`src/rbfd_pkg.sv`:
```
// Shared types, constants and width helpers for the RGB box-filter downsampler.
`default_nettype none

package rbfd_pkg;

    // Field widths fixed by the pixel and result formats
    localparam int CH_W        = 8;
    localparam int OUT_COL_W   = 12;
    localparam int OUT_ROW_W   = 12;
    localparam int FACTOR_W    = 5;
    localparam int LINE_W_W    = 13;
    localparam int CFG_IDX_W   = 4;
    localparam int CFG_DATA_W  = 16;

    // Register indexes of the configuration port
    localparam logic [CFG_IDX_W-1:0] REG_FACTOR     = 4'd0;
    localparam logic [CFG_IDX_W-1:0] REG_LINE_WIDTH = 4'd1;

    // Register reset values
    localparam logic [FACTOR_W-1:0] FACTOR_RESET     = 5'd1;
    localparam logic [LINE_W_W-1:0] LINE_WIDTH_RESET = 13'd4096;

    // Default sizing of the line store and averaging square
    localparam int MAX_WIDTH_DEF  = 4096;
    localparam int MAX_FACTOR_DEF = 16;

    // Output queue sizing
    localparam int FIFO_DEPTH = 16;
    localparam int PTR_W      = $clog2(FIFO_DEPTH);

    // Holdoff after a configuration word while derived registers settle
    localparam logic [1:0] SETTLE_CYCLES = 2'd3;

    // Width helpers derived from the module parameters
    function automatic int max2(input int a, input int b);
        return (a > b) ? a : b;
    endfunction

    function automatic int col_w(input int max_width);
        return $clog2(max_width);
    endfunction

    function automatic int lw_w(input int max_width);
        return $clog2(max_width + 1);
    endfunction

    function automatic int fac_w(input int max_factor);
        return $clog2(max_factor + 1);
    endfunction

    function automatic int sub_w(input int max_factor);
        return $clog2(max_factor);
    endfunction

    function automatic int horiz_w(input int max_factor);
        return CH_W + $clog2(max_factor);
    endfunction

    function automatic int sum_w(input int max_factor);
        return CH_W + 2 * $clog2(max_factor);
    endfunction

    // Reciprocal shift: exact floor division for every dividend in use
    function automatic int shift_k(input int max_width, input int max_factor);
        return max2(lw_w(max_width), sum_w(max_factor)) + $clog2(max_factor);
    endfunction

    function automatic int recip_w(input int max_width, input int max_factor);
        return shift_k(max_width, max_factor) + 1;
    endfunction

    // Horizontal-sum control for one accepted word
    typedef struct packed {
        logic valid;
        logic h_start;
        logic h_done;
    } t_acc;

    // Line-store control for one word in the read-modify-write stages
    typedef struct packed {
        logic close;
        logic first;
    } t_mem;

    // Front-end flags captured at acceptance
    typedef struct packed {
        logic close;
        logic first;
        logic emit;
    } t_ctl;

    // Position tag that travels beside the lanes
    typedef struct packed {
        logic                 emit;
        logic                 end_of_row;
        logic [OUT_COL_W-1:0] out_col;
        logic [OUT_ROW_W-1:0] out_row;
    } t_tag;

    // One queued result word
    typedef struct packed {
        logic [CH_W-1:0]      avg_red;
        logic [CH_W-1:0]      avg_green;
        logic [CH_W-1:0]      avg_blue;
        logic [OUT_COL_W-1:0] out_col;
        logic [OUT_ROW_W-1:0] out_row;
        logic                 end_of_row;
    } t_res;

endpackage

`default_nettype wire

```
`src/rbfd_if.sv`:
```
// Valid/ready channel interfaces for pixels, results and configuration words.
`default_nettype none


interface rbfd_res_if;
    logic                           valid;
    logic                           ready;
    logic [rbfd_pkg::CH_W-1:0]      avg_red;
    logic [rbfd_pkg::CH_W-1:0]      avg_green;
    logic [rbfd_pkg::CH_W-1:0]      avg_blue;
    logic [rbfd_pkg::OUT_COL_W-1:0] out_col;
    logic [rbfd_pkg::OUT_ROW_W-1:0] out_row;
    logic                           end_of_row;

    modport source (output valid, avg_red, avg_green, avg_blue, out_col, out_row,
                    end_of_row, input ready);
    modport sink   (input valid, avg_red, avg_green, avg_blue, out_col, out_row,
                    end_of_row, output ready);
endinterface


`default_nettype wire

```
`src/rbfd_merge.sv`:
```
// Merges lane averages with the position tag into a reserved output queue.
`default_nettype none

module rbfd_merge (
    input  wire                        i_clk,
    input  wire                        i_rst_n,
    input  rbfd_pkg::t_tag             i_tag,
    input  wire  [rbfd_pkg::CH_W-1:0]  i_avg_red,
    input  wire  [rbfd_pkg::CH_W-1:0]  i_avg_green,
    input  wire  [rbfd_pkg::CH_W-1:0]  i_avg_blue,
    input  wire                        i_reserve,
    output logic                       o_room,
    rbfd_res_if.source                 o_res
);

    localparam int PW = rbfd_pkg::PTR_W;

    rbfd_pkg::t_res r_fifo [rbfd_pkg::FIFO_DEPTH];
    logic [PW-1:0]  r_wr_ptr, r_rd_ptr;
    logic [PW:0]    r_count, r_resv;
    rbfd_pkg::t_res w_entry, w_head;
    logic           w_push, w_pop;

    // Combine the three lanes with the tag
    always_comb begin
        w_entry.avg_red    = i_avg_red;
        w_entry.avg_green  = i_avg_green;
        w_entry.avg_blue   = i_avg_blue;
        w_entry.out_col    = i_tag.out_col;
        w_entry.out_row    = i_tag.out_row;
        w_entry.end_of_row = i_tag.end_of_row;
    end

    assign w_push = i_tag.emit;
    assign w_pop  = o_res.valid && o_res.ready;
    assign o_room = r_resv < (PW+1)'(rbfd_pkg::FIFO_DEPTH);

    // Drive the head word
    assign w_head             = r_fifo[r_rd_ptr];
    assign o_res.valid        = r_count != '0;
    assign o_res.avg_red      = w_head.avg_red;
    assign o_res.avg_green    = w_head.avg_green;
    assign o_res.avg_blue     = w_head.avg_blue;
    assign o_res.out_col      = w_head.out_col;
    assign o_res.out_row      = w_head.out_row;
    assign o_res.end_of_row   = w_head.end_of_row;

    // Pointers, fill count and reservations
    always_ff @(posedge i_clk) begin
        if (!i_rst_n) begin
            r_wr_ptr <= '0;
            r_rd_ptr <= '0;
            r_count  <= '0;
            r_resv   <= '0;
        end else begin
            if (w_push) begin
                r_wr_ptr <= r_wr_ptr + 1'b1;
            end
            if (w_pop) begin
                r_rd_ptr <= r_rd_ptr + 1'b1;
            end
            r_count <= r_count + (PW+1)'(w_push) - (PW+1)'(w_pop);
            r_resv  <= r_resv + (PW+1)'(i_reserve) - (PW+1)'(w_pop);
        end
    end

    // Queue storage
    always_ff @(posedge i_clk) begin
        if (w_push) begin
            r_fifo[r_wr_ptr] <= w_entry;
        end
    end

endmodule

`default_nettype wire

```
`src/flat_wrapper.sv`:
```
// flat-port wrapper written by rule: the top's interface ports become plain ports
module rbfd_merge_flat 
  (i_clk, i_rst_n, i_tag, i_avg_red, i_avg_green, i_avg_blue, i_reserve, o_room, o_res_valid, o_res_avg_red, o_res_avg_green, o_res_avg_blue, o_res_out_col, o_res_out_row, o_res_end_of_row, o_res_ready);
  rbfd_res_if o_res_i ();
  input  wire i_clk;
  input  wire i_rst_n;
  input  rbfd_pkg::t_tag i_tag;
  input  wire  [rbfd_pkg::CH_W-1:0] i_avg_red;
  input  wire  [rbfd_pkg::CH_W-1:0] i_avg_green;
  input  wire  [rbfd_pkg::CH_W-1:0] i_avg_blue;
  input  wire i_reserve;
  output logic o_room;
  output wire logic [$bits(o_res_i.valid)-1:0] o_res_valid;
  output wire logic [$bits(o_res_i.avg_red)-1:0] o_res_avg_red;
  output wire logic [$bits(o_res_i.avg_green)-1:0] o_res_avg_green;
  output wire logic [$bits(o_res_i.avg_blue)-1:0] o_res_avg_blue;
  output wire logic [$bits(o_res_i.out_col)-1:0] o_res_out_col;
  output wire logic [$bits(o_res_i.out_row)-1:0] o_res_out_row;
  output wire logic [$bits(o_res_i.end_of_row)-1:0] o_res_end_of_row;
  input wire logic [$bits(o_res_i.ready)-1:0] o_res_ready;
  assign o_res_valid = o_res_i.valid;
  assign o_res_avg_red = o_res_i.avg_red;
  assign o_res_avg_green = o_res_i.avg_green;
  assign o_res_avg_blue = o_res_i.avg_blue;
  assign o_res_out_col = o_res_i.out_col;
  assign o_res_out_row = o_res_i.out_row;
  assign o_res_end_of_row = o_res_i.end_of_row;
  assign o_res_i.ready = o_res_ready;
  rbfd_merge u_core (.i_clk(i_clk), .i_rst_n(i_rst_n), .i_tag(i_tag), .i_avg_red(i_avg_red), .i_avg_green(i_avg_green), .i_avg_blue(i_avg_blue), .i_reserve(i_reserve), .o_room(o_room), .o_res(o_res_i));
endmodule
```
`config.mk`:
```
export PLATFORM = sky130hd
export DESIGN_NAME = rbfd_merge_flat
export DESIGN_NICKNAME = d
export VERILOG_FILES = /design/src/rbfd_pkg.sv /design/src/rbfd_if.sv /design/src/rbfd_merge.sv /design/src/flat_wrapper.sv
export SDC_FILE = /design/constraint.sdc
export NUM_CORES = 1
export LEC_CHECK = 0
export ABC_AREA = 0
export ABC_CLOCK_PERIOD_IN_PS = 4600
export BUFFER_PORTS_ARGS = -buffer_cell sky130_fd_sc_hd__buf_2
export CAP_MARGIN = 40
export CORE_MARGIN = 8
export CORE_UTILIZATION = 62
export CTS_CLUSTER_SIZE = 28
export DETAILED_ROUTE_END_ITERATION = 7
export PLACE_DENSITY = 0.8
export REMOVE_ABC_BUFFERS = 1
export SYNTH_ARGS = -nofsm -noshare
export SYNTH_HDL_FRONTEND = slang
export SYNTH_SLANG_ARGS = --single-unit
```
`constraint.sdc`:
```
create_clock -name i_clk -period 4.6 [get_ports i_clk]
set_clock_uncertainty 0.05 [all_clocks]
set_input_delay 0.23 -clock i_clk [delete_from_list [all_inputs] [get_ports i_clk]]
set_output_delay 0.23 -clock i_clk [all_outputs]
set_load 0.01 [all_outputs]
```
==> results of run 1 <==
[cells in the mapped netlist (3+ instances only)]
library cell and n:
a21oi_1 4, a22oi_1 98, and2_1 19, buf_2 13, buf_4 9, buf_6 7, clkbuf_1 37, dfxtp_1 22
edfxtp_1 784, ha_1 16, inv_1 19, mux4_2 196, nand2_1 53, nand3_1 3, nor2_1 15, nor2b_1 4
nor3_1 3, nor3b_1 3, xnor2_1 4, xor2_1 7
[cells by family after synthesis]
group	Yosys count
flops	806
compound gates	107
xor+xnor	11
simple gates	106
fa+ha+maj	18
buf+inv	88
mux	197
[final timing paths]
path / from / endpoint / slack (ns) / depth (start not counted)
hold / removal: i_rst_n / u_core.r_resv[0] / 0.34 / 3
hold reg to reg: u_core.r_rd_ptr[1] / flip-flop / 0.47 / 2
setup / recovery: flip-flop / o_res_avg_green[4] / 1.26 / 5
setup reg to reg: u_core.r_count[3] / u_core.r_count[4] / 1.57 / 14
[layout make-up]
class / count / area [um^2]
antenna: 3 / 7.51
sequential: 806 / 24000
clock buffer: 96 / 2040
fill: 2603 / 13600
tap: 664 / 831
clock inverter: 40 / 414
timing repair buffer: 195 / 1660
multi-input combinational: 439 / 6100
inverter: 20 / 75.1
[worst max-delay path, cell delays in order, from the launching register on]
cell	delay [ns]
dfxtp_4	0.72
buf_12	0.50
mux4_2	0.59
a22oi_1	0.24
nand2_1	0.17
buf_2	0.18
[power by group through the flow]
stage                     Clock [uW]  Sequential, uW  Combinational (uW)
after floorplan                    0            8740                2100
after global placement             0            8480                2800
after detailed placement           0            8490                2890
after CTS                       6290            8340                3010
after global routing            6570            8360                3200
final                           6260            8340                2970
[cell usage in the layout (no fill, tap or decap), types with 8 or more instances in the layout]
master	netlist	layout
a22oi_1	98	98
and2_4	0	11
buf_12	0	10
buf_16	0	10
buf_2	13	104
buf_4	9	18
clkbuf_1	37	17
clkbuf_16	0	79
clkinv_1	1	8
clkinv_2	0	12
dfxtp_1	22	20
dlygate4sd3_1	0	53
edfxtp_1	784	784
ha_1	16	16
inv_1	19	19
mux4_2	196	196
nand2_1	53	53
nor2_1	15	14
[timing repair]
item | in CTS | in global routing
buffers inserted | 0 | 0
hold buffers | 53 | 0
hold endpoints to repair | 797 | 0
endpoints found under the setup margin | 0 | 0
[state kept, by name, indices dropped and copies added, names as in the netlist, named ones only]
name / cells
u_core.r_resv: 5
u_core.r_count: 5
u_core.r_rd_ptr: 4
u_core.r_fifo: 784
u_core.r_wr_ptr: 4
[layer usage]
layer	part of all wire (%)	vias to the layer above	GRT usage (%)	routed length, um
li1	-	6042	-	-
met3	10	169	5.51	7260
met5	0.018	-	0	13
met1	36	7900	33.2	25600
met4	3.4	2	10.3	2440
met2	51	1104	42.2	36300
[stage by stage]
stage | setup TNS (ns) | cell area, um^2 | power [uW] | hold WS [ns]
2_1_floorplan | -231.40 | 30100 | 10800 | 0.279
6_report | 0 | 35100 | 17600 | 0.338
3_5_place_dp | 0 | 32100 | 11400 | 0.414
5_1_grt | 0 | 35100 | 18100 | 0.341
4_1_cts | 0 | 35100 | 17600 | 0.311
3_3_place_gp | 0 | 31800 | 11300 | 0.409
==> results.sh, run 1 <==
export IMPL_synth_simple_gate_area_share_pct=1.63
export IMPL_htreeDepth=3
export IMPL_synth_area_um2=30500
export IMPL_synth_edf_count=784
export IMPL_cts_sinks=806
export IMPL_startpoint_type="flip-flop"
export IMPL_seqPwrFrac_pct=47.5
export IMPL_min_path_type="primary input to flip-flop"
export IMPL_combPwrFrac_pct=16.9
export IMPL_drt_iter0_markers=2035
export IMPL_layout_cells_non_filler=2263
export IMPL_crit_path_end_kind="output port"
export IMPL_grt_usage_pct=25.5
export IMPL_firstDrtPassIters=7
export IMPL_clock_latency_ns=0.61
export IMPL_grt_pass1_vias=16000
export IMPL_io_pin_count=105
export IMPL_cts_buffer_depth=3
export IMPL_cts_root_buf="clkbuf_16"
export IMPL_cp_required_ns=4.32
export IMPL_synthArstFlopShare_pct=0
export IMPL_worstSetupPathType="flip-flop to output port"
export IMPL_p_per_area_nw_per_um2=500
export IMPL_postCtsResizedCells=0
export IMPL_cp_data_arrival_time_ns=3.06
export IMPL_cts_tree="done"
export IMPL_net_switching_power_uw=4290
export IMPL_drc=0
export IMPL_maxSlewViolCount=0
export IMPL_synth_top_area_share_pct=77.3
export IMPL_vias=15200
export IMPL_final_setup_worst_slack_ns=1.26
export IMPL_via_per_inst=6.72
export IMPL_dp_slack_ns=1.59
export IMPL_io_buffers=104
export IMPL_drv_cap=0
export IMPL_num_rows=81
export IMPL_synth_area_leader_cell="edfxtp_1"
export IMPL_synth_main_ff_cell="edfxtp_1"
export IMPL_nets=1610
export IMPL_dpl_hpwl_um=34300
export IMPL_min_period_ns=3.34
export IMPL_crit_path_max_fanout=62
export IMPL_fin_crit_sh_pct=72.7
export IMPL_synthCells=1333
export IMPL_status="finished, final reports clean"
export IMPL_rsz0062_at_grt="false"
export IMPL_grt_ovfl_total=0
export IMPL_initial_utilization_pct=62.5
export IMPL_cts_clk_slew_worst_paths_ns=0.06
export IMPL_ys_ff_latch=806
export IMPL_setup_viol_count_final=0
export IMPL_grt_pass1_wl_um=104000
export IMPL_synthTopCellsByArea="edfxtp_1, mux4_2, a22oi_1"
export IMPL_synthAdderAreaFrac_pct=0.789
export IMPL_fin_util_pct=72.0
export IMPL_clockPowerShare_pct=35.6
export IMPL_maxSlewHeadroom_pct=37.0
export IMPL_yosys_area_share_xor_xnor_pct=0.316
export IMPL_grt_max_degree=63
export IMPL_totalWireLength_um=71700
export IMPL_chipHeight_um=238
export IMPL_synthMuxAreaShare_pct=14.5
export IMPL_max_freq_mhz=299
export IMPL_place_congestion=0.720
export IMPL_p_int_uw=13300
export IMPL_synth_cell_types=32
export IMPL_wl_per_cell_um=31.7
export IMPL_worst_slew_pin_slew_ns=0.945
export IMPL_die_width_um=238
export IMPL_cts_buffers_inserted=76
export IMPL_yosysSeqAreaShare_pct=78.7
export IMPL_syn2layout_area_growth_pct=15.3
export IMPL_place_detailed_instances=2071
export IMPL_design_die_area_um2=56500
export IMPL_ant_nets=0
export IMPL_core_um2=48700
export IMPL_ir_drop_v=0.000339
export IMPL_leakage_uw=0.0112
export IMPL_syn_area_per_cell_um2=22.9
export IMPL_yosys_warnings=0
export IMPL_hold_viol=0
export IMPL_synth_top_family_by_area="multiplexers"
export IMPL_synth_compound_area_share_pct=2.59
export IMPL_p_sw_share_pct=24.5
export IMPL_final_layout_size_suffix_gt1_share_pct=29.6
export IMPL_antenna_found_initial=4
(Power assumes the default switching activity.)
==> run 2: changes to the inputs <==
- ABC_AREA: 0 -> 1
- ABC_CLOCK_PERIOD_IN_PS: 4600 -> 2700
- CORE_UTILIZATION: 62 -> 56
- PLACE_DENSITY: 0.8 -> 0.76
- clock period: 4.6 -> 2.7 ns (I/O delays scaled with it)
==> run 2 against run 1 <==
  * Hold slack gained 0.019 ns
  * Die area grew 25%
  * Sequential share of layout area shrank 7.8 points
  * Non-clock buffer count grew 20
  * Via count grew 54%
  * Global-route usage shrank 2.6 points
  * Utilization shrank 7.7 points
  * Largest power group unchanged
  * Highest routed layer unchanged
==> results.sh, run 2 <==
export IMPL_synth_edf_count=784
export IMPL_leakage_uw=0.0170
export IMPL_synth_cell_types=22
export IMPL_clockPowerShare_pct=35.5
export IMPL_fin_tns_setup_ns=0
export IMPL_chipHeight_um=266
export IMPL_yosysSeqAreaShare_pct=68.8
export IMPL_setup_viol_count_final=0
export IMPL_regMostFlops="u_core.r_fifo"
export IMPL_cp_required_ns=2.52
export IMPL_synth_common_cells="nand2_1, edfxtp_1, inv_1"
export IMPL_nets=3534
export IMPL_grt_pass1_vias=22500
export IMPL_firstDrtPassIters=6
export IMPL_io_pin_count=105
export IMPL_r2r_end="u_core.r_resv[4]"
export IMPL_whs_ns=0.357
export IMPL_ant_nets=0
export IMPL_wl_per_cell_um=19.3
export IMPL_cts_sinks=806
export IMPL_grt_pass1_wl_um=125000
export IMPL_design_die_area_um2=70500
export IMPL_cts_tree="done"
export IMPL_ys_ff_latch=806
export IMPL_p_sw_share_pct=28.6
export IMPL_drc=0
export IMPL_cts_buffers_inserted=82
export IMPL_ir_drop_v=0.000561
export IMPL_grt_ovfl_total=0
export IMPL_initial_utilization_pct=56.6
export IMPL_min_to="u_core.r_count[0]"
export IMPL_hold_viol=0
export IMPL_min_delay_start="i_rst_n"
export IMPL_core_um2=61600
export IMPL_cts_root_buf="clkbuf_16"
export IMPL_crit_path_end_kind="output port"
export IMPL_drt_iter0_markers=2804
export IMPL_grt_max_degree=137
export IMPL_min_path_cells=4
export IMPL_clock_latency_ns=0.62
export IMPL_worstReg2RegStart="u_core.r_count[2]"
export IMPL_worstRegToRegCells=17
export IMPL_cts_buffer_depth=3
export IMPL_max_freq_mhz=387
export IMPL_final_area_um2=39600
export IMPL_synthCells=3326
export IMPL_maxSlewHeadroom_pct=54.0
export IMPL_synth_main_ff_cell="edfxtp_1"
export IMPL_fin_util_pct=64.4
export IMPL_synth_area_leader_cell="edfxtp_1"
export IMPL_synthArstFlopShare_pct=0
export IMPL_layout_common_cells="nand2_1, edfxtp_1, inv_1, nand3_1, buf_2"
export IMPL_fin_crit_sh_pct=95.6
export IMPL_vias=23500
export IMPL_cts_clk_slew_worst_paths_ns=0.06
export IMPL_min_period_ns=2.58
export IMPL_final_layout_size_suffix_gt1_share_pct=8.53
export IMPL_status="finished, final reports clean"
export IMPL_totalWireLength_um=84300
export IMPL_synth_area_um2=34900
export IMPL_htreeDepth=3
export IMPL_via_per_inst=5.38
export IMPL_drv_cap=0
export IMPL_reg_largest_list="u_core.r_fifo: 784 flops, u_core.r_count: 5 flops, u_core.r_resv: 5 flops"
export IMPL_p_per_area_nw_per_um2=805
export IMPL_ff2ff_setup_slack_ns=0.33
export IMPL_rsz0062_at_grt="false"
export IMPL_num_rows=91
export IMPL_worst_slew_pin_slew_ns=0.690
export IMPL_design_power_total_uw=31900
export IMPL_antenna_found_initial=4
export IMPL_io_buffers=104
export IMPL_final_common_cell="nand2_1"
export IMPL_grt_usage_pct=22.9
export IMPL_synth_most_common_cell="nand2_1"
export IMPL_seqPwrFrac_pct=44.1
export IMPL_synth_top_area_share_pct=67.5
export IMPL_startpoint_type="flip-flop"
export IMPL_worstSetupPathType="flip-flop to output port"
export IMPL_place_congestion=0.746
export IMPL_largest_reg_flops=784
export IMPL_yosys_warnings=0
export IMPL_net_switching_power_uw=9140
export IMPL_placed_cell_area_um2=36300
export IMPL_syn_area_per_cell_um2=10.5
export IMPL_crit_path_max_fanout=68
export IMPL_nFillCells=4451
export IMPL_combPwrFrac_pct=20.4
export IMPL_synthTopCellsByArea="edfxtp_1, nand2_1, nand3_1"
export IMPL_min_path_type="primary input to flip-flop"
export IMPL_p_int_uw=22800
export IMPL_maxSlewViolCount=0
export IMPL_cp_data_arrival_time_ns=2.40
export IMPL_die_width_um=266
export IMPL_syn2layout_area_growth_pct=13.7
export IMPL_dpl_hpwl_um=39000
## run 2: changes by cell type after synthesis, sizes merged, moves of 7 or more
cell / previous run / this run
a22oi: 98 / 0
clkbuf: 37 / 15
a21oi: 4 / 11
inv: 19 / 626
nor2: 15 / 39
and2: 19 / 0
nand3: 3 / 589
nand2: 53 / 1063
mux4: 196 / 0
buf: 31 / 149
## run 2: repair_timing
action                                  4_1_cts  5_1_grt
hold buffers                                 55        0
setup buffers                                 0        3
endpoints found under the hold margin       805        0
endpoints found under the setup margin        5       19
pin swaps                                     0        0
resized for setup                             2        6
cloned                                        0        4
## run 2: metrics by stage
step           setup slack, ns  instances
2_1_floorplan           -10.05       3162
3_3_place_gp             0.353       4153
3_5_place_dp             0.239       4153
4_1_cts                 0.0153       4357
5_1_grt               0.000310       4365
6_report                 0.118       4366
## run 2: cell type report
type / count / area (um^2) / area share (%)
sequential: 806 / 24000 / 60.5
multi-input combinational: 1730 / 7570 / 19.1
inverter: 626 / 2390 / 6.02
clock buffer: 104 / 2240 / 5.65
timing repair buffer: 215 / 1950 / 4.92
tap: 837 / 1050 / 2.64
clock inverter: 45 / 435 / 1.10
timing repair inverter: 1 / 11.3 / 0.0284
antenna: 2 / 5.00 / 0.0126
## run 2: cells by family after synthesis
group,Yosys count,synth area share (%)
xor+xnor,4,0.100
fa+ha+maj,18,0.689
simple gates,1692,20.3
flops,806,68.8
compound gates,16,0.244
buf+inv,790,9.85
## run 2: power groups by stage
stage	registers, uW	clock network [uW]	logic, uW
after floorplan	14700	0	3740
after global placement	14300	0	6040
after detailed placement	14300	0	6170
after CTS	14100	11400	6330
after global routing	14100	11900	7220
final	14100	11300	6530
## run 2: routing by layer
metal  vias up  wire [um]  global-route usage [%]  share of wire, %
li1      11000          -                       -                 -
met1     11100      33200                    30.5                39
met2      1246      41100                    38.2                49
met3       159       8050                    3.56               9.5
met4         2       1950                    7.97               2.3
met5         -         12                       0             0.014
## run 2: worst max-delay path, cell delays in order, from the launching register on
cell and delay [ns]:
dfxtp_4 0.49, buf_4 0.18, buf_16 0.28, nand2_1 0.11
nand3_1 0.12, nand3_1 0.12, nand3_1 0.14, nand2_1 0.13
buf_2 0.18
## run 2: how the worst max path moves through the flow
| stage | startpoint | end | depth (start not counted) |
|---|---|---|---|
| after floorplan | flip-flop | o_res_avg_blue[0] | 6 |
| after global placement | u_core.r_count[2] | u_core.r_resv[4] | 16 |
| after global routing | flip-flop | o_res_avg_blue[4] | 8 |
| after CTS | flip-flop | o_res_out_row[10] | 7 |
| final | flip-flop | o_res_out_row[10] | 8 |
| after detailed placement | u_core.r_count[2] | u_core.r_resv[4] | 17 |
