[src/rbfd_pkg.sv]
// Shared types, constants and width helpers for the RGB box-filter downsampler.
`default_nettype none

package rbfd_pkg;

    // Field widths fixed by the pixel and result formats
    localparam int CH_W        = 8;
    localparam int OUT_COL_W   = 12;
    localparam int OUT_ROW_W   = 12;
    localparam int FACTOR_W    = 5;
    localparam int LINE_W_W    = 13;
    localparam int CFG_IDX_W   = 4;
    localparam int CFG_DATA_W  = 16;

    // Register indexes of the configuration port
    localparam logic [CFG_IDX_W-1:0] REG_FACTOR     = 4'd0;
    localparam logic [CFG_IDX_W-1:0] REG_LINE_WIDTH = 4'd1;

    // Register reset values
    localparam logic [FACTOR_W-1:0] FACTOR_RESET     = 5'd1;
    localparam logic [LINE_W_W-1:0] LINE_WIDTH_RESET = 13'd4096;

    // Default sizing of the line store and averaging square
    localparam int MAX_WIDTH_DEF  = 4096;
    localparam int MAX_FACTOR_DEF = 16;

    // Output queue sizing
    localparam int FIFO_DEPTH = 16;
    localparam int PTR_W      = $clog2(FIFO_DEPTH);

    // Holdoff after a configuration word while derived registers settle
    localparam logic [1:0] SETTLE_CYCLES = 2'd3;

    // Width helpers derived from the module parameters
    function automatic int max2(input int a, input int b);
        return (a > b) ? a : b;
    endfunction

    function automatic int col_w(input int max_width);
        return $clog2(max_width);
    endfunction

    function automatic int lw_w(input int max_width);
        return $clog2(max_width + 1);
    endfunction

    function automatic int fac_w(input int max_factor);
        return $clog2(max_factor + 1);
    endfunction

    function automatic int sub_w(input int max_factor);
        return $clog2(max_factor);
    endfunction

    function automatic int horiz_w(input int max_factor);
        return CH_W + $clog2(max_factor);
    endfunction

    function automatic int sum_w(input int max_factor);
        return CH_W + 2 * $clog2(max_factor);
    endfunction

    // Reciprocal shift: exact floor division for every dividend in use
    function automatic int shift_k(input int max_width, input int max_factor);
        return max2(lw_w(max_width), sum_w(max_factor)) + $clog2(max_factor);
    endfunction

    function automatic int recip_w(input int max_width, input int max_factor);
        return shift_k(max_width, max_factor) + 1;
    endfunction

    // Horizontal-sum control for one accepted word
    typedef struct packed {
        logic valid;
        logic h_start;
        logic h_done;
    } t_acc;

    // Line-store control for one word in the read-modify-write stages
    typedef struct packed {
        logic close;
        logic first;
    } t_mem;

    // Front-end flags captured at acceptance
    typedef struct packed {
        logic close;
        logic first;
        logic emit;
    } t_ctl;

    // Position tag that travels beside the lanes
    typedef struct packed {
        logic                 emit;
        logic                 end_of_row;
        logic [OUT_COL_W-1:0] out_col;
        logic [OUT_ROW_W-1:0] out_row;
    } t_tag;

    // One queued result word
    typedef struct packed {
        logic [CH_W-1:0]      avg_red;
        logic [CH_W-1:0]      avg_green;
        logic [CH_W-1:0]      avg_blue;
        logic [OUT_COL_W-1:0] out_col;
        logic [OUT_ROW_W-1:0] out_row;
        logic                 end_of_row;
    } t_res;

endpackage

`default_nettype wire

[src/rbfd_if.sv]
// Valid/ready channel interfaces for pixels, results and configuration words.
`default_nettype none

interface rbfd_pix_if;
    logic                      valid;
    logic                      ready;
    logic [rbfd_pkg::CH_W-1:0] red;
    logic [rbfd_pkg::CH_W-1:0] green;
    logic [rbfd_pkg::CH_W-1:0] blue;
    logic                      start_of_frame;

    modport source (output valid, red, green, blue, start_of_frame, input ready);
    modport sink   (input valid, red, green, blue, start_of_frame, output ready);
endinterface


interface rbfd_cfg_if;
    logic                            valid;
    logic                            ready;
    logic [rbfd_pkg::CFG_IDX_W-1:0]  index;
    logic [rbfd_pkg::CFG_DATA_W-1:0] data;

    modport source (output valid, index, data, input ready);
    modport sink   (input valid, index, data, output ready);
endinterface

`default_nettype wire

[src/rbfd_front.sv]
// Configuration, position counters, output-column division and tag pipeline.
`default_nettype none

module rbfd_front #(
    parameter int MAX_WIDTH  = rbfd_pkg::MAX_WIDTH_DEF,
    parameter int MAX_FACTOR = rbfd_pkg::MAX_FACTOR_DEF
) (
    input  wire                   i_clk,
    input  wire                   i_rst_n,
    rbfd_pix_if.sink              i_pix,
    rbfd_cfg_if.sink              i_cfg,
    input  wire                   i_room,
    output logic                  o_reserve,
    output rbfd_pkg::t_acc        o_acc,
    output rbfd_pkg::t_mem        o_mem,
    output logic [rbfd_pkg::col_w(MAX_WIDTH)-1:0]             o_oc,
    output logic [rbfd_pkg::recip_w(MAX_WIDTH, MAX_FACTOR)-1:0] o_recip,
    output rbfd_pkg::t_tag        o_tag
);

    localparam int CW  = rbfd_pkg::col_w(MAX_WIDTH);
    localparam int LWW = rbfd_pkg::lw_w(MAX_WIDTH);
    localparam int FW  = rbfd_pkg::fac_w(MAX_FACTOR);
    localparam int SW  = rbfd_pkg::sub_w(MAX_FACTOR);
    localparam int K   = rbfd_pkg::shift_k(MAX_WIDTH, MAX_FACTOR);
    localparam int MW  = rbfd_pkg::recip_w(MAX_WIDTH, MAX_FACTOR);

    // Configuration and settle holdoff
    logic [rbfd_pkg::FACTOR_W-1:0] r_factor;
    logic [rbfd_pkg::LINE_W_W-1:0] r_line_width;
    logic [1:0]                    r_settle;

    // Position state
    logic [CW-1:0]                  r_in_col,  n_in_col;
    logic [SW-1:0]                  r_sub_col, n_sub_col;
    logic [SW-1:0]                  r_sub_row, n_sub_row;
    logic [rbfd_pkg::OUT_ROW_W-1:0] r_out_row, n_out_row;

    // Derived divisor registers
    logic [MW-1:0]  r_recip;
    logic [LWW-1:0] r_cols_out;

    // Pipeline stages
    rbfd_pkg::t_ctl                 r_s1;
    logic [CW-1:0]                  r_s1_col;
    logic [rbfd_pkg::OUT_ROW_W-1:0] r_s1_row;
    rbfd_pkg::t_ctl                 r_s2;
    logic [CW-1:0]                  r_s2_oc;
    logic [rbfd_pkg::OUT_ROW_W-1:0] r_s2_row;
    rbfd_pkg::t_tag                 r_pos [4];
    rbfd_pkg::t_tag                 n_pos;

    // Combinational signals
    logic [FW-1:0]  w_f;
    logic [LWW-1:0] w_lw;
    logic           w_accept;
    logic           w_sof;
    logic [CW-1:0]  w_col0, w_col1;
    logic [SW-1:0]  w_sc0, w_sc1, w_sr0;
    logic [rbfd_pkg::OUT_ROW_W-1:0] w_row0;
    logic           w_pre_wrap, w_close, w_last_row, w_first, w_emit, w_row_end;
    logic [FW-1:0]  w_sc_inc, w_sr_inc;
    logic [LWW-1:0] w_col_inc;
    logic [CW+MW-1:0]  w_oc_prod;
    logic [LWW+MW-1:0] w_cols_prod;
    logic [MW-1:0]     w_recip_tab [MAX_FACTOR+1];

    // Reciprocal table: ceil(2^K / f) for every legal factor
    assign w_recip_tab[0] = MW'(64'd1 << K);
    for (genvar gi = 1; gi <= MAX_FACTOR; gi++) begin : g_recip
        localparam longint unsigned Div   = longint'(gi);
        localparam longint unsigned Recip = ((64'd1 << K) + Div - 64'd1) / Div;
        assign w_recip_tab[gi] = MW'(Recip);
    end

    // Clamp the registers to their legal ranges
    always_comb begin
        if (r_factor == '0) begin
            w_f = FW'(1);
        end else if (int'(r_factor) > MAX_FACTOR) begin
            w_f = FW'(MAX_FACTOR);
        end else begin
            w_f = FW'(r_factor);
        end
        if (r_line_width == '0) begin
            w_lw = LWW'(1);
        end else if (int'(r_line_width) > MAX_WIDTH) begin
            w_lw = LWW'(MAX_WIDTH);
        end else begin
            w_lw = LWW'(r_line_width);
        end
    end

    // Accept a word only with queue room and settled divisors
    assign i_pix.ready = i_room && (r_settle == 2'd0);
    assign i_cfg.ready = 1'b1;
    assign w_accept    = i_pix.valid && i_pix.ready;

    // Work out the position of the incoming word and the next counters
    always_comb begin
        w_sof      = i_pix.start_of_frame;
        w_col0     = w_sof ? '0 : r_in_col;
        w_sc0      = w_sof ? '0 : r_sub_col;
        w_sr0      = w_sof ? '0 : r_sub_row;
        w_row0     = w_sof ? '0 : r_out_row;
        w_pre_wrap = LWW'(w_col0) >= w_lw;
        w_col1     = w_pre_wrap ? '0 : w_col0;
        w_sc1      = w_pre_wrap ? '0 : w_sc0;
        w_sc_inc   = FW'(w_sc1) + FW'(1);
        w_sr_inc   = FW'(w_sr0) + FW'(1);
        w_close    = w_sc_inc >= w_f;
        w_last_row = w_sr_inc >= w_f;
        w_first    = w_sr0 == '0;
        w_emit     = w_close && w_last_row;
        w_col_inc  = LWW'(w_col1) + LWW'(1);
        w_row_end  = w_col_inc >= w_lw;

        n_in_col  = r_in_col;
        n_sub_col = r_sub_col;
        n_sub_row = r_sub_row;
        n_out_row = r_out_row;
        if (w_accept) begin
            if (w_row_end) begin
                n_in_col  = '0;
                n_sub_col = '0;
                n_sub_row = w_last_row ? '0 : SW'(w_sr_inc);
                n_out_row = w_last_row ? w_row0 + 1'b1 : w_row0;
            end else begin
                n_in_col  = w_col_inc[CW-1:0];
                n_sub_col = w_close ? '0 : SW'(w_sc_inc);
                n_sub_row = w_sr0;
                n_out_row = w_row0;
            end
        end
    end

    assign o_acc.valid   = w_accept;
    assign o_acc.h_start = w_sof || w_pre_wrap;
    assign o_acc.h_done  = w_close || w_row_end;
    assign o_reserve     = w_accept && w_emit;

    // Output column by reciprocal multiply, and the tag of the next stage
    assign w_oc_prod   = (CW+MW)'(r_s1_col) * (CW+MW)'(r_recip);
    assign w_cols_prod = (LWW+MW)'(w_lw) * (LWW+MW)'(r_recip);

    always_comb begin
        n_pos.emit       = r_s2.emit;
        n_pos.end_of_row = (LWW'(r_s2_oc) + LWW'(1)) == r_cols_out;
        n_pos.out_col    = rbfd_pkg::OUT_COL_W'(r_s2_oc);
        n_pos.out_row    = r_s2_row;
    end

    // Control registers
    always_ff @(posedge i_clk) begin
        if (!i_rst_n) begin
            r_factor     <= rbfd_pkg::FACTOR_RESET;
            r_line_width <= rbfd_pkg::LINE_WIDTH_RESET;
            r_settle     <= rbfd_pkg::SETTLE_CYCLES;
            r_in_col     <= '0;
            r_sub_col    <= '0;
            r_sub_row    <= '0;
            r_out_row    <= '0;
            r_s1         <= '0;
            r_s2         <= '0;
            for (int i = 0; i < 4; i++) begin
                r_pos[i] <= '0;
            end
        end else begin
            if (i_cfg.valid) begin
                r_settle <= rbfd_pkg::SETTLE_CYCLES;
                unique case (i_cfg.index)
                    rbfd_pkg::REG_FACTOR: begin
                        r_factor <= i_cfg.data[rbfd_pkg::FACTOR_W-1:0];
                    end
                    rbfd_pkg::REG_LINE_WIDTH: begin
                        r_line_width <= i_cfg.data[rbfd_pkg::LINE_W_W-1:0];
                    end
                    default: begin
                    end
                endcase
            end else if (r_settle != 2'd0) begin
                r_settle <= r_settle - 2'd1;
            end
            r_in_col   <= n_in_col;
            r_sub_col  <= n_sub_col;
            r_sub_row  <= n_sub_row;
            r_out_row  <= n_out_row;
            r_s1.close <= w_accept && w_close;
            r_s1.first <= w_first;
            r_s1.emit  <= w_accept && w_emit;
            r_s2       <= r_s1;
            r_pos[0]   <= n_pos;
            for (int i = 1; i < 4; i++) begin
                r_pos[i] <= r_pos[i-1];
            end
        end
    end

    // Payload registers
    always_ff @(posedge i_clk) begin
        r_recip    <= w_recip_tab[w_f];
        r_cols_out <= w_cols_prod[K +: LWW];
        if (w_accept) begin
            r_s1_col <= w_col1;
            r_s1_row <= w_row0;
        end
        r_s2_oc  <= w_oc_prod[K +: CW];
        r_s2_row <= r_s1_row;
    end

    assign o_mem.close = r_s2.close;
    assign o_mem.first = r_s2.first;
    assign o_oc        = r_s2_oc;
    assign o_recip     = r_recip;
    assign o_tag       = r_pos[3];

endmodule

`default_nettype wire

[src/flat_wrapper.sv]
// flat-port wrapper written by rule: the top's interface ports become plain ports
module rbfd_front_flat 
#(
    parameter int MAX_WIDTH  = rbfd_pkg::MAX_WIDTH_DEF,
    parameter int MAX_FACTOR = rbfd_pkg::MAX_FACTOR_DEF
)
  (i_clk, i_rst_n, i_room, o_reserve, o_acc, o_mem, o_oc, o_recip, o_tag, i_pix_valid, i_pix_red, i_pix_green, i_pix_blue, i_pix_start_of_frame, i_pix_ready, i_cfg_valid, i_cfg_index, i_cfg_data, i_cfg_ready);
  rbfd_pix_if i_pix_i ();
  rbfd_cfg_if i_cfg_i ();
  input  wire i_clk;
  input  wire i_rst_n;
  input  wire i_room;
  output logic o_reserve;
  output rbfd_pkg::t_acc o_acc;
  output rbfd_pkg::t_mem o_mem;
  output logic [rbfd_pkg::col_w(MAX_WIDTH)-1:0] o_oc;
  output logic [rbfd_pkg::recip_w(MAX_WIDTH, MAX_FACTOR)-1:0] o_recip;
  output rbfd_pkg::t_tag o_tag;
  input wire logic [$bits(i_pix_i.valid)-1:0] i_pix_valid;
  input wire logic [$bits(i_pix_i.red)-1:0] i_pix_red;
  input wire logic [$bits(i_pix_i.green)-1:0] i_pix_green;
  input wire logic [$bits(i_pix_i.blue)-1:0] i_pix_blue;
  input wire logic [$bits(i_pix_i.start_of_frame)-1:0] i_pix_start_of_frame;
  output wire logic [$bits(i_pix_i.ready)-1:0] i_pix_ready;
  input wire logic [$bits(i_cfg_i.valid)-1:0] i_cfg_valid;
  input wire logic [$bits(i_cfg_i.index)-1:0] i_cfg_index;
  input wire logic [$bits(i_cfg_i.data)-1:0] i_cfg_data;
  output wire logic [$bits(i_cfg_i.ready)-1:0] i_cfg_ready;
  assign i_pix_i.valid = i_pix_valid;
  assign i_pix_i.red = i_pix_red;
  assign i_pix_i.green = i_pix_green;
  assign i_pix_i.blue = i_pix_blue;
  assign i_pix_i.start_of_frame = i_pix_start_of_frame;
  assign i_pix_ready = i_pix_i.ready;
  assign i_cfg_i.valid = i_cfg_valid;
  assign i_cfg_i.index = i_cfg_index;
  assign i_cfg_i.data = i_cfg_data;
  assign i_cfg_ready = i_cfg_i.ready;
  rbfd_front #(.MAX_WIDTH(MAX_WIDTH), .MAX_FACTOR(MAX_FACTOR)) u_core (.i_clk(i_clk), .i_rst_n(i_rst_n), .i_pix(i_pix_i), .i_cfg(i_cfg_i), .i_room(i_room), .o_reserve(o_reserve), .o_acc(o_acc), .o_mem(o_mem), .o_oc(o_oc), .o_recip(o_recip), .o_tag(o_tag));
endmodule
[config.mk]
export PLATFORM = sky130hd
export DESIGN_NAME = rbfd_front_flat
export DESIGN_NICKNAME = d
export VERILOG_FILES = /design/src/rbfd_pkg.sv /design/src/rbfd_if.sv /design/src/rbfd_front.sv /design/src/flat_wrapper.sv
export SDC_FILE = /design/constraint.sdc
export NUM_CORES = 1
export LEC_CHECK = 0
export BUFFER_PORTS_ARGS = -buffer_cell sky130_fd_sc_hd__buf_2
export CORE_AREA = 2 2 227 229
export DETAILED_ROUTE_END_ITERATION = 6
export DIE_AREA = 0 0 229 231
export PLACE_DENSITY = 0.62
export SETUP_SLACK_MARGIN = 0.1
export SLEW_MARGIN = 20
export SYNTH_ARGS = -nofsm -noshare
export SYNTH_HDL_FRONTEND = slang
export SYNTH_SLANG_ARGS = --single-unit
[constraint.sdc]
create_clock -name i_clk -period 14.2 [get_ports i_clk]
set_input_delay 2.13 -clock i_clk [delete_from_list [all_inputs] [get_ports i_clk]]
set_output_delay 2.13 -clock i_clk [all_outputs]
set_load 0.05 [all_outputs]
==> results of run 1 <==
## area by class of cell
cell class,instances,area (um^2),area share
repair buffers,137,811,0.0306
flip-flops and latches,244,5120,0.194
clock inverters,9,66.3,0.00251
clock buffers,38,757,0.0286
well taps,680,851,0.0321
multi-input cells,1821,17100,0.647
inverters,463,1740,0.0657
## critical path: cells and delay by family
family / cells / cell delay [ns]
simple gates: 13 / 2.32
buf+inv: 4 / 0.76
xor+xnor: 1 / 0.13
fa+ha+maj: 3 / 0.91
compound gates: 5 / 1.72
## synth_stat cells (all sizes together), types with 25 or more instances
| cell | number |
|---|---|
| inv | 462 |
| fa | 395 |
| nand2 | 366 |
| and2 | 338 |
| dfxtp | 220 |
| ha | 185 |
| clkbuf | 125 |
| nor2 | 90 |
| a21oi | 68 |
| nor2b | 45 |
| xnor2 | 45 |
| o21ai | 35 |
| nand3 | 28 |
| xor2 | 25 |
## metrics by stage
| stage | power [uW] | setup WS [ns] |
|---|---|---|
| 6_report | 1830 | 4.07 |
| 5_1_grt | 1930 | 3.56 |
| 4_1_cts | 1860 | 3.84 |
| 3_5_place_dp | 1210 | 3.84 |
| 3_3_place_gp | 1200 | 3.95 |
| 2_1_floorplan | 1120 | 5.27 |
## metal layers
layer / global-route usage / vias to the layer above / share of wire
li1: - / 8123 / -
met1: 0.300 / 8776 / 0.45
met2: 0.376 / 420 / 0.47
met3: 0.0273 / 99 / 0.048
met4: 0.0572 / 0 / 0.024
met5: 0 / - / 0
## where the power goes
group | total, uW | internal [uW] | switching, uW | leakage, uW
clock network | 642 | 372 | 270 | 0.000411
registers | 785 | 739 | 46.0 | 0.00197
logic | 407 | 155 | 252 | 0.0104
## cells by family (layout without fill, tap and decap cells)
kind of cell | after synthesis | count (layout) | share of synthesized area
compound gates | 186 | 186 | 0.0490
simple gates | 961 | 961 | 0.197
other cells | 1 | 1 | 0.000153
fa+ha+maj | 580 | 580 | 0.416
buf+inv | 609 | 647 | 0.0952
flops | 244 | 244 | 0.209
mux | 23 | 23 | 0.00942
xor+xnor | 70 | 70 | 0.0249
## state kept, by name (all words and copies together) (netlist names), 5 cells and up
| register | flops |
|---|---|
| u_core.r_pos | 104 |
| u_core.r_factor | 5 |
| u_core.r_line_width | 13 |
| u_core.r_s1_row | 12 |
| u_core.r_s1_col | 12 |
| u_core.r_cols_out | 13 |
| u_core.o_recip | 21 |
| u_core.o_oc | 12 |
| u_core.r_s2_row | 12 |
| u_core.r_out_row | 12 |
| u_core.r_in_col | 12 |
## worst paths after layout
path,start,end
worst max-delay path,i_pix_start_of_frame,o_acc[0]
worst max register to register,u_core.r_line_width[12]$_SDFFE_PN1P_,u_core.r_out_row[3]$_SDFFE_PN0P_
worst min-delay path,u_core.r_s1_row[11]$_DFFE_PP_,u_core.r_s2_row[11]$_DFF_P_
worst min register to register,u_core.r_s1_row[11]$_DFFE_PP_,u_core.r_s2_row[11]$_DFF_P_
==> summary.txt, run 1 <==
Timing
  • Setup Viol. Count Final: 0
  • RSZ-0062 raised after global routing: no
  • Hold Fails Final Rpt: 0
  • Clk_skew: 0.0195 ns
  • Max Clock Freq: 98.7 MHz
  • Hold slack: 0.340 ns
  • Worst-Margin Slew: 0.968 ns
  • Rel. slew slack: 0.354
  • Final worst path period need: 10.13 ns
  • Setup TNS: 0 ns
  • Fin crit share: 0.714
  • Max Slew Vio Count: 0

Clock tree
  • TritonCTS Buffers: 26
  • Clock sink count: 244
  • Bufs on Longest Clock Path: 3
  • Clk slew on worst S/H paths: 0.05 ns
  • Worst-Skew Late Latency: 0.55 ns
  • TritonCTS clock tree: built
  • Hold buffers post-CTS: 0
  • Post-CTS sizing: 0
  • CTS Root Cell: clkbuf_16
  • H-tree level count: 1
  • Setup Fix Bufs, Post-CTS: 0

Finish
  • Layout Nets: 3323
  • ANT cells: 0
  • Post-route insts no fill: 3392
  • Fin util: 0.522
  • Commonest non-fill, non-tap cell in the layout: inv_1
  • Share of cells above drive strength 1: 0.0708
  • Syn-to-layout area delta: 7.72%
  • Most frequent cells in the layout: 460 x inv_1, 395 x fa_1, 366 x nand2_1, 338 x and2_1, 220 x dfxtp_1
  • Fill cells: 4778
  • Final instance area: 0.0265 mm^2

Yosys
  • Mapped Area: 0.0246 mm^2
  • EDFF count, synth: 24
  • Top_reg_cell synth: dfxtp_1
  • Synth area leaders: fa_1 32%, dfxtp_1 18%, ha_1 9.4%
  • Post-synth cell types: 60
  • Post-synth ARST share: 0
  • Sequential cell area fraction in the yosys report: 0.209
  • Syn Inst Count: 2674
  • Seq cells post-synth: 244
  • Synth top area share: 0.322
  • Syn_nets: 3304
  • Synth area leader: fa_1
  • Syn avg cell area: 9.19 um^2
  • YS warnings: 0

Floorplan
  • Die Ht: 231 um
  • Die Span X: 229 um
  • Initial core utilization: 0.485
  • Die ar.: 0.0529 mm^2
  • Row count: 83
  • CORE AREA: 0.0507 mm^2
  • IO Count: 117

Run
  • Maxcap violations: 0

Setup path
  • Worst setup path category: input port to output pin
  • Worst R2R Setup Slack: 6.89 ns
  • Crit. End Element: output pin
  • Crit path DAT: 8.00 ns
  • Worst Reg-to-Reg Cells: 26
  • WP data required: 12.07 ns
  • CP Launch Type: input port
  • Slowest cell delay on critical path: 0.70 ns
  • Max stage delay cell, worst path: a211oi_4
  • CP Max Fanout: 43

Place
  • Post-DP Area: 0.0256 mm^2
  • PortBufs: 88
  • GP Congestion: 0.862
  • Inst Count DP: 3345
  • Detailed Place HPWL: 41000 um

GRT
  • Total GRT Usage: 0.221
  • First-pass GRT wire length: 94400 um
  • Vias in the first global route: 18600
  • Initial antenna violation count: 0
  • Pin count of the biggest net entering global routing: 100
  • GR Overflow Total: 0

Pwr
  • Leak pwr: 0.0127 uW
  • Peak VDD IR: 0.0818 mV
  • Pwr Density: 69.3 mW/mm^2

Routing
  • DRT Pass-1 Iters: 6
  • Initial drt markers: 892
  • DRC Markers: 0
  • Final ANT Viol Nets: 0
  • Vias/cell: 5.14
  • Vias post-DR: 17400
  • Drt total wl: 56400 um
  • Drt wl/cell: 16.6 um

Run status
  • Status: completed

Worst hold path
  • WHS Path Cells: 0
  • Hold Crit Class: flop to flop
Note: power is estimated with default switching activity, not from simulation.
==> run 2, diff against run 1 <==
- clock period: 14.2 -> 10.5 ns (I/O delays scaled with it)
==> summary.txt, run 2 (synthesized netlist as in run 1, its figures left out) <==
Run status
  • Status: completed

Clock tree
  • TritonCTS clock tree: built
  • Worst-Skew Late Latency: 0.56 ns (about the same)
  • Setup Fix Bufs, Post-CTS: 0 (unchanged)
  • Bufs on Longest Clock Path: 3 (unchanged)
  • Post-CTS sizing: 0 (unchanged)
  • CTS Root Cell: clkbuf_16
  • Hold buffers post-CTS: 0 (unchanged)
  • H-tree level count: 1 (unchanged)
  • Clock sink count: 244 (unchanged)
  • Clk slew on worst S/H paths: 0.06 ns (about the same)
  • TritonCTS Buffers: 25 (-3.8%)

Routing
  • DRC Markers: 0 (unchanged)
  • Final ANT Viol Nets: 0 (unchanged)
  • Initial drt markers: 835 (-6.4%)
  • Vias post-DR: 17300 (-0.92%)
  • Drt total wl: 55900 um (-0.93%)
  • Drt wl/cell: 16.5 um (-0.93%)
  • DRT Pass-1 Iters: 5 (-1)
  • Vias/cell: 5.09 (-0.92%)

Finish
  • Fill cells: 4743 (-0.73%)
  • Layout Nets: 3323 (unchanged)
  • Max FFs per register: 104 (unchanged)
  • Fin util: 0.522 (-0.000641)
  • Commonest non-fill, non-tap cell in the layout: inv_1
  • Most frequent cells in the layout: 460 x inv_1, 395 x fa_1, 366 x nand2_1, 338 x and2_1, 220 x dfxtp_1
  • Post-route insts no fill: 3392 (unchanged)
  • Syn-to-layout area delta: 7.59%
  • Share of cells above drive strength 1: 0.0705 (-0.000343)
  • Final instance area: 0.0264 mm^2 (-0.12%)
  • Reg with most FFs: u_core.r_pos

GRT
  • First-pass GRT wire length: 93100 um (-1.3%)
  • Pin count of the biggest net entering global routing: 72 (-28%)
  • Vias in the first global route: 18300 (-1.6%)
  • Initial antenna violation count: 0 (unchanged)
  • GR Overflow Total: 0 (unchanged)
  • Total GRT Usage: 0.217 (-0.00392)

Setup path
  • CP dominant cell by count: ha_1
  • Crit. End Element: output pin
  • Reg2reg start: u_core.r_line_width[12]$_SDFFE_PN1P_
  • Slowest cell delay on critical path: 0.39 ns (-0.31 ns)
  • Critical path cell sequence: buf_2 -> buf_4 -> nor2b_1 -> ha_1 -> a21o_1 -> a21oi_1 -> o21ai_0 -> a211oi_2 -> and2_1 -> ha_1 -> nand3_1 -> nor2_1 -> and3_1 -> and3_1 -> xnor2_1 -> nor2_1 -> ha_1 -> nand4_1 -> nor4_1 -> a211o_1 -> nor4_1 -> a21o_1 -> nand2_1 -> buf_2
  • R2r endpoint: u_core.r_cols_out[12]$_DFF_P_
  • Worst R2R Setup Slack: 3.95 ns (-2.94 ns)
  • WP data required: 8.93 ns (-3.14 ns)
  • CP Max Fanout: 34 (-21%)
  • Max stage delay cell, worst path: buf_4
  • CP Launch Type: input port
  • Worst Reg-to-Reg Cells: 23 (-12%)
  • Crit path DAT: 6.83 ns (-1.17 ns)
  • Worst setup path category: input port to output pin

Timing
  • Fin crit share: 0.800
  • Rel. slew slack: 0.421 (+0.0666)
  • RSZ-0062 raised after global routing: no
  • Max Slew Vio Count: 0 (unchanged)
  • Final worst path period need: 8.40 ns
  • Worst-Margin Slew: 0.868 ns (-0.0997 ns)
  • Max Clock Freq: 119 MHz
  • Setup Viol. Count Final: 0 (unchanged)
  • Clk_skew: 0.0335 ns (+0.0140 ns)
  • Hold Fails Final Rpt: 0 (unchanged)
  • Setup TNS: 0 ns (unchanged)

Worst hold path
  • Hold EP: u_core.r_s2_row[5]$_DFF_P_
  • WHS Path Cells: 0 (unchanged)
  • Hold Crit Class: flop to flop
  • Min-delay src: u_core.r_s1_row[5]$_DFFE_PP_

Place
  • Detailed Place HPWL: 40800 um (-0.65%)
  • GP Congestion: 0.846 (-1.8%)
  • Inst Count DP: 3346 (+0.030%)
  • PortBufs: 88 (unchanged)
  • Post-DP Area: 0.0256 mm^2 (about the same)

Pwr
  • Pwr Density: 92.9 mW/mm^2 (+34%)
  • Peak VDD IR: 0.115 mV (+41%)
  • Leak pwr: 0.0127 uW (-0.10%)

Floorplan
  • CORE AREA: 0.0507 mm^2 (unchanged)
  • IO Count: 117 (unchanged)
  • Row count: 83 (unchanged)
  • Initial core utilization: 0.485 (unchanged)
  • Die ar.: 0.0529 mm^2 (unchanged)
  • Die Ht: 231 um (unchanged)
  • Die Span X: 229 um (unchanged)

Run
  • Maxcap violations: 0 (unchanged)
[run 2: cell types whose count changed in the layout (fill, tap and decap cells not counted), sizes merged]
cell    change
buf         +1
clkbuf      -2
clkinv      -2
diode       +1
inv         +2
[run 2: power by group]
| group | internal, uW | switching [uW] |
|---|---|---|
| registers | 1000 | 60.7 |
| clock network | 481 | 363 |
| logic | 211 | 341 |
| total | 1690 | 764 |
[run 2: routing by layer]
layer	wire length, um	vias to the layer above	global-route usage
met5	0	-	0
met4	886	0	0.0426
met3	2500	60	0.0262
met2	26900	360	0.371
met1	25600	8709	0.298
li1	-	8128	-
[run 2: cell type report]
class                      instances  area (um^2)  share of cell area
multi-input combinational       1821        17100               0.647
sequential                       244         5120               0.194
inverter                         463         1740              0.0657
tap                              680          851              0.0322
timing repair buffer             138          818              0.0309
clock buffer                      36          718              0.0272
clock inverter                     9         70.1             0.00265
antenna                            1         2.50           0.0000946
[run 2: worst max path at each step]
stage / slack (ns) / end / depth (start not counted) / startpoint
2_1_floorplan: 2.68 / o_acc[0] / 25 / i_pix_start_of_frame
3_3_place_gp: 2.24 / o_acc[0] / 24 / i_pix_start_of_frame
3_5_place_dp: 2.14 / o_acc[0] / 24 / i_pix_start_of_frame
4_1_cts: 2.14 / o_acc[0] / 24 / i_pix_start_of_frame
5_1_grt: 1.69 / o_acc[0] / 24 / i_pix_start_of_frame
6_report: 2.10 / o_acc[0] / 24 / i_pix_start_of_frame
[run 2: metrics by stage]
stage,hold WS (ns),worst slack (ns),total power [uW]
global placement,0.326,2.24,1620
CTS,0.341,2.14,2480
global route,0.352,1.69,2590
floorplan,0.323,2.68,1510
finish,0.340,2.10,2460
detailed placement,0.327,2.14,1640
[run 2: worst max-delay path, delay by kind of cell]
| kind | cells | cell delay (ns) |
|---|---|---|
| simple gates | 11 | 1.97 |
| compound gates | 6 | 1.34 |
| fa+ha+maj | 3 | 0.91 |
| buf+inv | 3 | 0.88 |
| xor+xnor | 1 | 0.14 |
